## config.mk

```make
export PLATFORM = sky130hd
export DESIGN_NAME = lip_pred
export DESIGN_NICKNAME = d
export VERILOG_FILES = /design/src/rtl/lossless_image_predictor_top_defines.svh /design/src/rtl/lip_pkg.sv /design/src/rtl/lip_pred.sv
export SDC_FILE = /design/constraint.sdc
export NUM_CORES = 1
export LEC_CHECK = 0
export ABC_AREA = 0
export BUFFER_PORTS_ARGS = -buffer_cell sky130_fd_sc_hd__buf_2
export CAP_MARGIN = 10
export CORE_MARGIN = 1.5
export CORE_UTILIZATION = 50
export DETAILED_ROUTE_END_ITERATION = 6
export PLACE_DENSITY = 0.82
export SYNTH_ARGS = -nofsm -noshare
export SYNTH_HDL_FRONTEND = slang
export SYNTH_SLANG_ARGS = --single-unit
```

## constraint.sdc

```tcl
create_clock -name vclk -period 11.05
set_input_delay 2.21 -clock vclk [all_inputs]
set_output_delay 2.21 -clock vclk [all_outputs]
set_load 0.02 [all_outputs]
```

## src/rtl/lossless_image_predictor_top_defines.svh

```systemverilog
// Assertion macros used by the predictor top module.
`ifndef LOSSLESS_IMAGE_PREDICTOR_TOP_DEFINES_SVH
`define LOSSLESS_IMAGE_PREDICTOR_TOP_DEFINES_SVH

// Checked only outside reset.
`define LIP_ASSERT(lbl, prop, msg) \
  lbl: assert property (@(posedge clk_i) disable iff (!rst_ni) prop) else $error(msg);

// Checked on every edge, reset included.
`define LIP_ASSERT_ALWAYS(lbl, prop, msg) \
  lbl: assert property (@(posedge clk_i) prop) else $error(msg);

`endif

```

## src/rtl/lip_pkg.sv

```systemverilog
package lip_pkg;

  localparam int MAX_WIDTH    = 4096;
  localparam int HEIGHT_LIMIT = 8192;
  localparam int ADDR_W       = $clog2(MAX_WIDTH);

  localparam int PIX_W    = 8;
  localparam int RES_W    = 10;
  localparam int MODE_W   = 4;
  localparam int WIDTH_W  = 13;
  localparam int HEIGHT_W = 14;
  localparam int ROW_W    = 13;
  localparam int CFG_W    = 14;
  localparam int CMP_W    = (WIDTH_W > ADDR_W + 1) ? WIDTH_W + 1 : ADDR_W + 2;
  localparam int HCMP_W   = HEIGHT_W + 1;

  typedef enum logic [1:0] {
    CFG_MODE   = 2'd0,
    CFG_DIR    = 2'd1,
    CFG_WIDTH  = 2'd2,
    CFG_HEIGHT = 2'd3
  } cfg_idx_e;

  localparam logic [MODE_W-1:0] MODE_LEFT   = 4'd1;
  localparam logic [MODE_W-1:0] MODE_UP     = 4'd2;
  localparam logic [MODE_W-1:0] MODE_UPLEFT = 4'd3;
  localparam logic [MODE_W-1:0] MODE_PLANAR = 4'd4;
  localparam logic [MODE_W-1:0] MODE_AVG_A  = 4'd5;
  localparam logic [MODE_W-1:0] MODE_AVG_B  = 4'd6;
  localparam logic [MODE_W-1:0] MODE_AVG_AB = 4'd7;
  localparam logic [MODE_W-1:0] MODE_MED    = 4'd8;

  localparam logic DIR_ENCODE = 1'b0;
  localparam logic DIR_DECODE = 1'b1;

  localparam logic [MODE_W-1:0]   MODE_RESET   = MODE_LEFT;
  localparam logic [WIDTH_W-1:0]  WIDTH_RESET  = 13'd1920;
  localparam logic [HEIGHT_W-1:0] HEIGHT_RESET = 14'd1080;

  // Position of one item in the frame, carried along with it.
  typedef struct packed {
    logic [ADDR_W-1:0] col;
    logic              col_nz;
    logic              row_nz;
    logic              eol;
    logic              eof;
  } pos_t;

endpackage

```

## src/rtl/lip_pred.sv

```systemverilog
module lip_pred (
  input  logic [lip_pkg::MODE_W-1:0]       mode_i,
  input  logic                             dir_i,
  input  lip_pkg::pos_t                    pos_i,
  input  logic [lip_pkg::PIX_W-1:0]        left_i,
  input  logic [lip_pkg::PIX_W-1:0]        above_i,
  input  logic [lip_pkg::PIX_W-1:0]        upleft_i,
  input  logic [lip_pkg::PIX_W-1:0]        pixel_i,
  input  logic signed [lip_pkg::RES_W-1:0] residual_i,
  output logic signed [lip_pkg::RES_W-1:0] residual_o,
  output logic [lip_pkg::PIX_W-1:0]        pixel_o
);

  logic signed [10:0] a, b, c;
  logic signed [10:0] planar;
  logic signed [10:0] bc_diff, ac_diff;
  logic signed [10:0] bc_half, ac_half;
  logic signed [10:0] ab_half;
  logic signed [10:0] mx, mn;
  logic signed [10:0] pred;
  logic               valid;
  logic signed [10:0] enc_res;
  logic signed [10:0] dec_sum;

  // Neighbors outside the frame read as zero.
  assign a = pos_i.col_nz ? $signed({3'b000, left_i}) : 11'sd0;
  assign b = pos_i.row_nz ? $signed({3'b000, above_i}) : 11'sd0;
  assign c = (pos_i.row_nz && pos_i.col_nz) ? $signed({3'b000, upleft_i}) : 11'sd0;

  assign planar  = a + b - c;
  assign bc_diff = b - c;
  assign ac_diff = a - c;
  // Halve toward zero: bias negative values by one before the shift.
  assign bc_half = (bc_diff + $signed({10'd0, bc_diff[10]})) >>> 1;
  assign ac_half = (ac_diff + $signed({10'd0, ac_diff[10]})) >>> 1;
  assign ab_half = (a + b) >>> 1;
  assign mx      = (a > b) ? a : b;
  assign mn      = (a > b) ? b : a;

  always_comb begin
    valid = 1'b1;
    case (mode_i)
      lip_pkg::MODE_LEFT:   pred = a;
      lip_pkg::MODE_UP:     pred = b;
      lip_pkg::MODE_UPLEFT: pred = c;
      lip_pkg::MODE_PLANAR: pred = planar;
      lip_pkg::MODE_AVG_A:  pred = a + bc_half;
      lip_pkg::MODE_AVG_B:  pred = b + ac_half;
      lip_pkg::MODE_AVG_AB: pred = ab_half;
      lip_pkg::MODE_MED: begin
        if (c >= mx) begin
          pred = mn;
        end else if (c <= mn) begin
          pred = mx;
        end else begin
          pred = planar;
        end
      end
      default: begin
        valid = 1'b0;
        pred  = 11'sd0;
      end
    endcase
  end

  assign enc_res = $signed({3'b000, pixel_i}) - pred;
  assign dec_sum = 11'(residual_i) + pred;

  always_comb begin
    if (dir_i == lip_pkg::DIR_DECODE) begin
      residual_o = residual_i;
      pixel_o    = valid ? dec_sum[lip_pkg::PIX_W-1:0] : '0;
    end else begin
      residual_o = valid ? enc_res[lip_pkg::RES_W-1:0] : '0;
      pixel_o    = pixel_i;
    end
  end

endmodule

```

==> run metrics <==
outcome=finished, final reports clean; kind of end point of the critical path=output pin; Avg Cell Area, Syn=6.88 sq um; n_diodes=0; Hold WC Path Type=in2out; worst path required time=8840 ps; Critical Path Source Type=primary input; RePlAce Congestion=0.968; via count of the routed design=5429; mean routed wirelength per cell=16.4 um; net count after synthesis=862; number of global-route vias before repair=5083; overall overflow remaining after global route=0; post-route total power=435 uW; layout overhead on the synthesized area=11.8%; area of the multi-input gates=4540 sq um; Iteration-0 DRC Markers=374; via density per instance=6.02; core area=9330 sq um; synth warn=0; Max transition margin=42.9%; Final HPWL DP=12700 um; biggest fanout along the worst timing path=12; hold-critical path depth=4; largest net degree at the start of global routing=31; number of max-cap violations=0; number of setup violations in the final report=0; number of iterations in the first detailed-routing pass=5; register cell area after layout=0 sq um; wirelength, routed=14800 um; # IOs=81; filler cell count=925; final antenna-violating net count=0; max-slew violation count=0; Final Hold Vio Count=0; ratio of final minimum period to clock period=95.9%; DIE AREA=10300 sq um; Rows=35; Final Core Density=57.9%; DR DRC count=0; Pwr per Cell Area=80.5 nW/um^2; total global-route track usage=29.0%; Highest Clock Rate=94.3 MHz; Critical Path Slowest Stage Cell=fa_1; maximum cell stage delay along the critical path=430 ps; die width=101 um; Die Ht=101 um; IR drop worst, VDD=0.0000358 V; classification of the worst setup path=in2out; Worst EP arrival=8390 ps; count of sequential standard cells=0; Initial Util=51.8%; count of input and output buffers=67; shortest period the worst path allows=10600 ps; worst hold slack=4730 ps; Unique masters post-synth=82; measured slew at the worst slew-check pin=854 ps; netlist area before placement=4830 sq um; ratio of cells with drive above 1 in the final layout=15.4%; Seq/Total Area, Yosys=0%; Post-layout nets=934; count of mapped cells out of synthesis=703; final instance area=5410 sq um; initial antenna violation count=0; wire length of the first global-routing pass=24000 um; number of clock buffers in the layout=0; Placed Instance Area=5360 sq um; static power due to leakage=0.00280 uW; library cell appearing most often on the critical path=ha_1
## area by class of cell
class	count	share of cell area [%]
inverters	62	4.31
multi-input cells	626	84.0
well taps	129	2.99
repair buffers	85	8.75
## worst max-delay path, delay by kind of cell
kind / cells / cell delay, ps
AOI/OAI and AO/OA: 12 / 2510
xor gates and xnor gates: 2 / 590
adders and majority gates: 5 / 1430
buffers and inverters: 4 / 690
and+or+nand+nor: 6 / 950
## routing by layer
metal / track usage [%] / share of wire, %
met5: 0 / 0
met4: 10.8 / 4.2
met3: 2.00 / 6.6
met2: 50.2 / 44
met1: 37.6 / 45
## worst paths after layout
check,startpoint,endpoint
max,pos_i[3],residual_o[7]
min,residual_i[8],residual_o[8]
## cells in the mapped netlist, drive strengths merged, types with 7 or more instances
cell type / instances / area share (%)
a211oi: 7 / 1.3
a21o: 18 / 2.8
a21oi: 62 / 6.6
and2: 11 / 1.4
clkbuf: 10 / 0.98
ha: 90 / 23
inv: 62 / 4.8
nand2: 76 / 5.9
nand2b: 10 / 1.3
nand3: 22 / 2.3
nor2: 68 / 5.3
nor2b: 14 / 1.8
nor3: 19 / 2.0
o21a: 10 / 1.6
o21ai: 34 / 3.5
o22ai: 13 / 1.7
o31ai: 9 / 1.4
or2: 8 / 1.0
xnor2: 30 / 5.4
xor2: 18 / 3.4
## layout by cell type, fill, tap and decap left out, types with 4 or more instances in the layout
cell | synthesis | final
ha_1 | 90 | 90
nand2_1 | 76 | 76
nor2_1 | 68 | 67
buf_2 | 2 | 66
inv_1 | 62 | 62
a21oi_1 | 60 | 59
o21ai_0 | 33 | 32
xnor2_1 | 30 | 30
nand3_1 | 22 | 22
nor3_1 | 19 | 19
buf_4 | 1 | 18
xor2_1 | 17 | 17
a21o_1 | 16 | 16
nor2b_1 | 14 | 14
o22ai_1 | 13 | 13
nand2b_1 | 10 | 10
and2_1 | 9 | 9
o21a_1 | 9 | 9
o31ai_1 | 9 | 9
or2_2 | 7 | 7
a31oi_1 | 6 | 6
mux2i_1 | 6 | 6
o41ai_1 | 6 | 6
fa_1 | 6 | 6
and3_1 | 5 | 5
or3_1 | 5 | 5
a211oi_1 | 5 | 5
a221oi_1 | 5 | 4
o211ai_1 | 4 | 4
## cell families after synthesis
| logic type | share of synthesized area [%] |
|---|---|
| simple gates | 26.6 |
| compound gates | 30.5 |
| fa+ha+maj | 25.8 |
| buf+inv | 6.57 |
| xor+xnor | 9.32 |
| mux | 1.24 |
## repair_timing
item                                    CTS  global route
setup buffers                             0             3
hold buffers                              0             0
gates resized for setup                   0             8
endpoints found under the setup margin    0             7
## power breakdown
| group | leakage [uW] | internal (uW) | total, uW | switching, uW |
|---|---|---|---|---|
| clock network | 0 | 0 | 0 | 0 |
| logic | 0.00280 | 179 | 435 | 256 |
| registers | 0 | 0 | 0 | 0 |
| total | 0.00280 | 179 | 435 | 256 |
## per-stage QoR
stage	setup WS, ps	TNS, ps	std cells
after floorplan	844	0	703
after global placement	430	0	899
after detailed placement	173	0	899
after CTS	164	0	899
after global routing	-6.08	-11.9	902
final	450	0	902
Note: power is estimated with default switching activity, not from simulation.
